### src/design/ghsa_pkg.sv
// Shared types, codes and arithmetic helpers for the Gaussian HMM statistics accumulator.
package ghsa_pkg;

    localparam int DEF_MAX_STATES   = 16;
    localparam int DEF_MAX_FEATURES = 16;

    localparam int STAT_W = 64;
    localparam int CFG_W  = 5;
    localparam int IDX_W  = 4;
    localparam int VAL_W  = 16;
    localparam int POST_W = 16;
    localparam int ACT_W  = 3;
    localparam int OP_W   = 3;
    localparam int REG_IDX_W = 1;

    localparam logic [CFG_W-1:0] CFG_RESET_USED = CFG_W'(16);

    // register indexes on the configuration port
    localparam logic [REG_IDX_W-1:0] REG_FEATURES_USED = 1'b0;
    localparam logic [REG_IDX_W-1:0] REG_STATES_USED   = 1'b1;

    // input actions
    localparam logic [ACT_W-1:0] ACT_LOAD     = 3'd0;
    localparam logic [ACT_W-1:0] ACT_ACCUM    = 3'd1;
    localparam logic [ACT_W-1:0] ACT_RD_TOTAL = 3'd2;
    localparam logic [ACT_W-1:0] ACT_RD_SUM   = 3'd3;
    localparam logic [ACT_W-1:0] ACT_RD_SQ    = 3'd4;

    // operations carried along the cell chain
    localparam logic [OP_W-1:0] OP_NONE   = 3'd0;
    localparam logic [OP_W-1:0] OP_LOAD   = 3'd1;
    localparam logic [OP_W-1:0] OP_ACC    = 3'd2;
    localparam logic [OP_W-1:0] OP_RD_SUM = 3'd3;
    localparam logic [OP_W-1:0] OP_RD_SQ  = 3'd4;

    localparam logic signed [STAT_W-1:0] STAT_MAX = 64'sh7FFF_FFFF_FFFF_FFFF;
    localparam logic signed [STAT_W-1:0] STAT_MIN = 64'sh8000_0000_0000_0000;

    typedef struct packed {
        logic [ACT_W-1:0]        action;
        logic [IDX_W-1:0]        feature_index;
        logic [IDX_W-1:0]        state_index;
        logic signed [VAL_W-1:0] feature_value;
        logic [POST_W-1:0]       posterior;
    } in_t;

    typedef struct packed {
        logic signed [STAT_W-1:0] stat_value;
        logic                     index_error;
    } out_t;

    // token handed from cell to cell
    typedef struct packed {
        logic [OP_W-1:0]         op;
        logic [IDX_W-1:0]        state;
        logic [IDX_W-1:0]        feat;
        logic signed [VAL_W-1:0] value;
        logic [POST_W-1:0]       post;
    } tok_t;

    // result bus, following the token in the next cycle
    typedef struct packed {
        logic                     vld;
        logic signed [STAT_W-1:0] value;
    } res_t;

    function automatic logic signed [STAT_W-1:0] sat_add(
        input logic signed [STAT_W-1:0] a,
        input logic signed [STAT_W-1:0] b
    );
        logic signed [STAT_W-1:0] s;
        s = a + b;
        if (a[STAT_W-1] == b[STAT_W-1] && s[STAT_W-1] != a[STAT_W-1])
        begin
            sat_add = a[STAT_W-1] ? STAT_MIN : STAT_MAX;
        end
        else
        begin
            sat_add = s;
        end
    endfunction

endpackage

### src/design/ghsa_cell.sv
// One feature cell: frame value, per-state sum and square-sum stores, chain stage.
module ghsa_cell #(
    parameter int IDX        = 0,
    parameter int MAX_STATES = ghsa_pkg::DEF_MAX_STATES
) (
    input  logic                          clk,
    input  logic                          rst_n,
    input  logic [ghsa_pkg::CFG_W-1:0]    features_used,
    input  ghsa_pkg::tok_t                tok_in,
    output ghsa_pkg::tok_t                tok_out,
    input  ghsa_pkg::res_t                res_in,
    output ghsa_pkg::res_t                res_out
);

    localparam int ST_AW = (MAX_STATES > 1) ? $clog2(MAX_STATES) : 1;
    localparam int PX_W  = ghsa_pkg::POST_W + ghsa_pkg::VAL_W + 1;
    localparam int PXX_W = PX_W + ghsa_pkg::VAL_W;

    logic signed [ghsa_pkg::VAL_W-1:0]  x_reg;
    logic signed [ghsa_pkg::VAL_W-1:0]  x_next;
    ghsa_pkg::tok_t                     tok1_reg;
    ghsa_pkg::tok_t                     tok2_reg;
    ghsa_pkg::res_t                     res_reg;
    ghsa_pkg::res_t                     res_next;
    logic [MAX_STATES-1:0]              valid_reg;

    logic signed [ghsa_pkg::STAT_W-1:0] sum_mem [MAX_STATES];
    logic signed [ghsa_pkg::STAT_W-1:0] sq_mem  [MAX_STATES];
    logic signed [ghsa_pkg::STAT_W-1:0] sum_rd_reg;
    logic signed [ghsa_pkg::STAT_W-1:0] sq_rd_reg;
    logic                               vld1_reg;
    logic signed [ghsa_pkg::STAT_W-1:0] sum2_reg;
    logic signed [ghsa_pkg::STAT_W-1:0] sq2_reg;
    logic signed [PX_W-1:0]             px1_reg;
    logic signed [PX_W-1:0]             px2_reg;
    logic signed [PXX_W-1:0]            pxx2_reg;

    logic signed [PX_W-1:0]             px;
    logic signed [PXX_W-1:0]            pxx;
    logic                               in_use;
    logic                               wr_en;
    logic [ST_AW-1:0]                   rd_addr;
    logic [ST_AW-1:0]                   wr_addr;
    logic signed [ghsa_pkg::STAT_W-1:0] sum_new;
    logic signed [ghsa_pkg::STAT_W-1:0] sq_new;

    assign in_use  = IDX < int'(features_used);
    assign rd_addr = ST_AW'(tok_in.state);
    assign wr_addr = ST_AW'(tok2_reg.state);
    assign wr_en   = (tok2_reg.op == ghsa_pkg::OP_ACC) && in_use;

    // posterior is an unsigned fraction: widen with a zero sign bit
    assign px  = $signed({1'b0, tok_in.post}) * x_reg;
    assign pxx = px1_reg * x_reg;

    assign sum_new = ghsa_pkg::sat_add(sum2_reg, ghsa_pkg::STAT_W'(px2_reg));
    assign sq_new  = ghsa_pkg::sat_add(sq2_reg, ghsa_pkg::STAT_W'(pxx2_reg));

    always_comb
    begin
        x_next = x_reg;
        if (tok_in.op == ghsa_pkg::OP_LOAD && int'(tok_in.feat) == IDX)
        begin
            x_next = tok_in.value;
        end
    end

    // the matching cell drops its entry onto the result bus
    always_comb
    begin
        res_next = res_in;
        if ((tok1_reg.op == ghsa_pkg::OP_RD_SUM || tok1_reg.op == ghsa_pkg::OP_RD_SQ)
            && int'(tok1_reg.feat) == IDX)
        begin
            res_next.vld = 1'b1;
            if (!vld1_reg)
            begin
                res_next.value = '0;
            end
            else if (tok1_reg.op == ghsa_pkg::OP_RD_SQ)
            begin
                res_next.value = sq_rd_reg;
            end
            else
            begin
                res_next.value = sum_rd_reg;
            end
        end
    end

    always_ff @(posedge clk or negedge rst_n)
    begin
        if (!rst_n)
        begin
            x_reg     <= '0;
            tok1_reg  <= '0;
            tok2_reg  <= '0;
            res_reg   <= '0;
            valid_reg <= '0;
        end
        else
        begin
            x_reg    <= x_next;
            tok1_reg <= tok_in;
            tok2_reg <= tok1_reg;
            res_reg  <= res_next;
            if (wr_en)
            begin
                valid_reg[wr_addr] <= 1'b1;
            end
        end
    end

    // stores and the multiply pipeline
    always_ff @(posedge clk)
    begin
        sum_rd_reg <= sum_mem[rd_addr];
        sq_rd_reg  <= sq_mem[rd_addr];
        vld1_reg   <= valid_reg[rd_addr];
        px1_reg    <= px;
        px2_reg    <= px1_reg;
        pxx2_reg   <= pxx;
        sum2_reg   <= vld1_reg ? sum_rd_reg : '0;
        sq2_reg    <= vld1_reg ? sq_rd_reg : '0;
        if (wr_en)
        begin
            sum_mem[wr_addr] <= sum_new;
            sq_mem[wr_addr]  <= sq_new;
        end
    end

    assign tok_out = tok1_reg;
    assign res_out = res_reg;

endmodule

### config.mk
export PLATFORM = sky130hd
export DESIGN_NAME = ghsa_cell
export DESIGN_NICKNAME = d
export VERILOG_FILES = /design/src/design/ghsa_pkg.sv /design/src/design/ghsa_cell.sv
export SDC_FILE = /design/constraint.sdc
export NUM_CORES = 2
export LEC_CHECK = 0
export BUFFER_PORTS_ARGS = -buffer_cell sky130_fd_sc_hd__buf_2
export CAP_MARGIN = 20
export CORE_ASPECT_RATIO = 1.4
export CORE_MARGIN = 2
export CORE_UTILIZATION = 40
export CTS_CLUSTER_SIZE = 16
export DETAILED_ROUTE_END_ITERATION = 10
export HOLD_SLACK_MARGIN = 0.03
export PLACE_DENSITY = 0.52
export SLEW_MARGIN = 10
export SYNTH_ARGS = -nofsm -noshare
export SYNTH_HDL_FRONTEND = slang
export SYNTH_SLANG_ARGS = --single-unit
### constraint.sdc
create_clock -name clk -period 23.9 [get_ports clk]
set_input_delay 4.78 -clock clk [delete_from_list [all_inputs] [get_ports clk]]
set_output_delay 4.78 -clock clk [all_outputs]
set_load 0.01 [all_outputs]
==> results.toml <==
[run_status]
status = "finished, final reports clean"

[sta]
tightest_slew_ps = 1170
tns_ps = 0
setup-violations-final = 0
finalHoldViolCount = 0
hold_slack_ps = 382
period_minus_slack_ps = 10640
maxSlewHeadroom_pct = 20.9
grt_setup_unrepaired = "no"
maxSlewViolCount = 0
timing.final.crit_share_pct = 44.5
fmax_mhz = 94.0
clock_skew_ps = 61.6

[synthesis]
yosys_warnings = 0
yosysMostFrequentCell = "edfxtp_1"
avgSynthCellArea_um2 = 15.5
yosys.area.top_type = "edfxtp_1"
synthTopCellsByArea = "edfxtp_1 49%, mux4_2 11%, fa_1 11%"
synth_top_flop_cell = "edfxtp_1"
syn-instance-count = 8113
synth-async-reset-ratio_pct = 5.73
syn-num-nets = 9288
synth.distinct_cells = 77
synth_commonest_cells = "2048 x edfxtp_1, 858 x inv_1, 696 x fa_1"
syn_area_mm2 = 0.126
synth-edff-count = 2048
synth_top_area_share_pct = 48.8
yosysSeqAreaShare_pct = 57.6
ys_seq_elements = 2567

[global_route]
grt_usage_pct = 22.0
use_met2_pct = 39.8
grt_use_met1_pct = 27.5
grt_most_used_layer = "met2"
met3_usage_pct = 2.67
grt_max_degree = 130
antenna_found_initial = 7
grt-ovfl-total = 0
grt_pass1_vias = 75908
grt_pass1_wl_um = 518000

[layout]
drive_above_1_share_pct = 18.2
design_area_mm2 = 0.141
instances_no_fill = 12740
fin_util_pct = 45.0
fill_cells = 27767
nets = 9528
area_growth_pct = 11.7

[die]
row_count = 243
dieArea_mm2 = 0.320
die-width_um = 478
coreArea_mm2 = 0.313
die_y_um = 668
ios = 223
initial_core_util_pct = 40.3

[worst_hold_path]
worstHoldStart = "tok_out[36]$_DFF_PN0_"
hold_class = "reg2reg"

[clock_tree]
cts_tree = "done"
clk_pin_slew_ps = 60
post_cts_buffers = 0
clockBufferDepth = 4
htree_levels = 5
cts-root-buf = "clkbuf_16"
clock_latency_ps = 870
post_cts_resized = 0
ctsHoldBuffers = 0
clkSinkCount = 2567
cts_buffers = 272

[critical_path]
arrival_ps = 11450
path_cells = "buf_2 -> nand2_1 -> fa_1 -> inv_1 -> fa_1 -> inv_1 -> fa_1 -> fa_1 -> inv_1 -> fa_1 -> fa_1 -> ha_1 -> a21o_1 -> a21oi_1 -> o21bai_1 -> a2111oi_0 -> o31a_1 -> o21ai_0 -> a41oi_1 -> o311ai_0 -> a21oi_1 -> xnor2_1"
critPathLaunch = "tok_in[11]"
path_class = "in2reg"
crit_path_max_fanout = 17
r2r_start = "x_reg[8]$_DFFE_PN0P_"
required_ps = 24710
endpoint_kind = "flop"
crit_top_cell = "fa_1"
worstSetupStartpointType = "input pin"
cpMaxStageDelayCell = "fa_1"
slowest_delay_ps = 580

[drt]
dr_total_vias = 69482
drtIter0Drc = 5300
drc = 0
wl_per_cell_um = 27.5
firstDrtPassIters = 8
wirelength_um = 350000
drtAntennaViolNets = 0
via_per_inst = 5.45

[power]
powerDensity_mw_per_mm2 = 119
leakagePower_uw = 0.0525
irDropWorstVdd_v = 0.000116

[flow_run]
cap_violations = 0

[placement]
hpwl_um = 221000
gp_congestion = 0.842
place_inst = 12236
port_buffers = 222
placed_area_mm2 = 0.132
-- through the flow --
stage,worst slack (ps),power [µW]
6_report,13260,16800
5_1_grt,12950,17800
4_1_cts,13390,17000
3_5_place_dp,12500,12600
3_3_place_gp,12410,12600
2_1_floorplan,8940,10400
-- cells by family (layout without fill, tap and decap cells) --
kind of cell	count (synthesis)	count (layout)	synth area share (%)
AOI/OAI and AO/OA	846	846	4.64
xor gates and xnor gates	200	200	1.39
adders and majority gates	1062	1062	14.7
buffers and inverters	1258	1716	3.91
DFF	2567	2567	57.6
muxes	726	726	12.1
other	0	4	0
and+or+nand+nor	1454	1454	5.69
-- power by group --
group	internal, µW	total [µW]	switching (µW)
Sequential	5920	6250	324
Clock	2420	4200	1780
Combinational	2190	6350	4160
Total	10500	16800	6260
-- critical path: cells and delay by family --
kind / cells / cell delay, ps
adders and majority gates: 7 / 3440
buffers and inverters: 4 / 540
and+or+nand+nor: 1 / 150
xor gates and xnor gates: 1 / 130
AOI/OAI and AO/OA: 9 / 2390
-- cell usage in the layout (no fill, tap or decap), types with 136 or more instances in the layout --
| cell type | synthesis | routed |
|---|---|---|
| inv_1 | 858 | 858 |
| dfxtp_1 | 372 | 371 |
| nor2_1 | 207 | 195 |
| ha_1 | 364 | 364 |
| fa_1 | 696 | 696 |
| mux4_2 | 634 | 634 |
| and2_1 | 451 | 451 |
| clkbuf_16 | 0 | 281 |
| a21oi_1 | 218 | 218 |
| buf_2 | 6 | 217 |
| dfrtp_1 | 147 | 146 |
| edfxtp_1 | 2048 | 2048 |
| nand2_1 | 535 | 535 |
| buf_4 | 12 | 136 |
-- worst paths after layout --
check | to | slack [ps] | cells after the start
max in group asynchronous | res_out[34]$_DFF_PN0_ | 18810 | 2
min | wr_addr[0]$_DFF_PN0_ | 380 | 0
max reg2reg | pxx2_reg[46]$_DFF_P_ | 15230 | 25
min reg2reg | wr_addr[0]$_DFF_PN0_ | 380 | 0
max | px1_reg[31]$_DFF_P_ | 13260 | 22
min in group asynchronous | res_out[10]$_DFF_PN0_ | 3880 | 1
-- area by class of cell --
| class | instances | area [µm²] | share of cell area [%] |
|---|---|---|---|
| Antenna cell | 4 | 10.0 | 0.00711 |
| Clock buffer | 378 | 7620 | 5.41 |
| Clock inverter | 114 | 1130 | 0.806 |
| Inverter | 858 | 3220 | 2.29 |
| Multi-Input combinational cell | 4288 | 48700 | 34.6 |
| Sequential cell | 2567 | 72600 | 51.6 |
| Tap cell | 4165 | 5210 | 3.70 |
| Timing Repair Buffer | 366 | 2320 | 1.65 |
-- per-layer routing --
layer	wire [µm]	share of wire, %
met5	13	0.0037
met4	10700	3.1
met3	14900	4.3
met2	185000	53
met1	140000	40
Power figures use the tool's default switching activity.
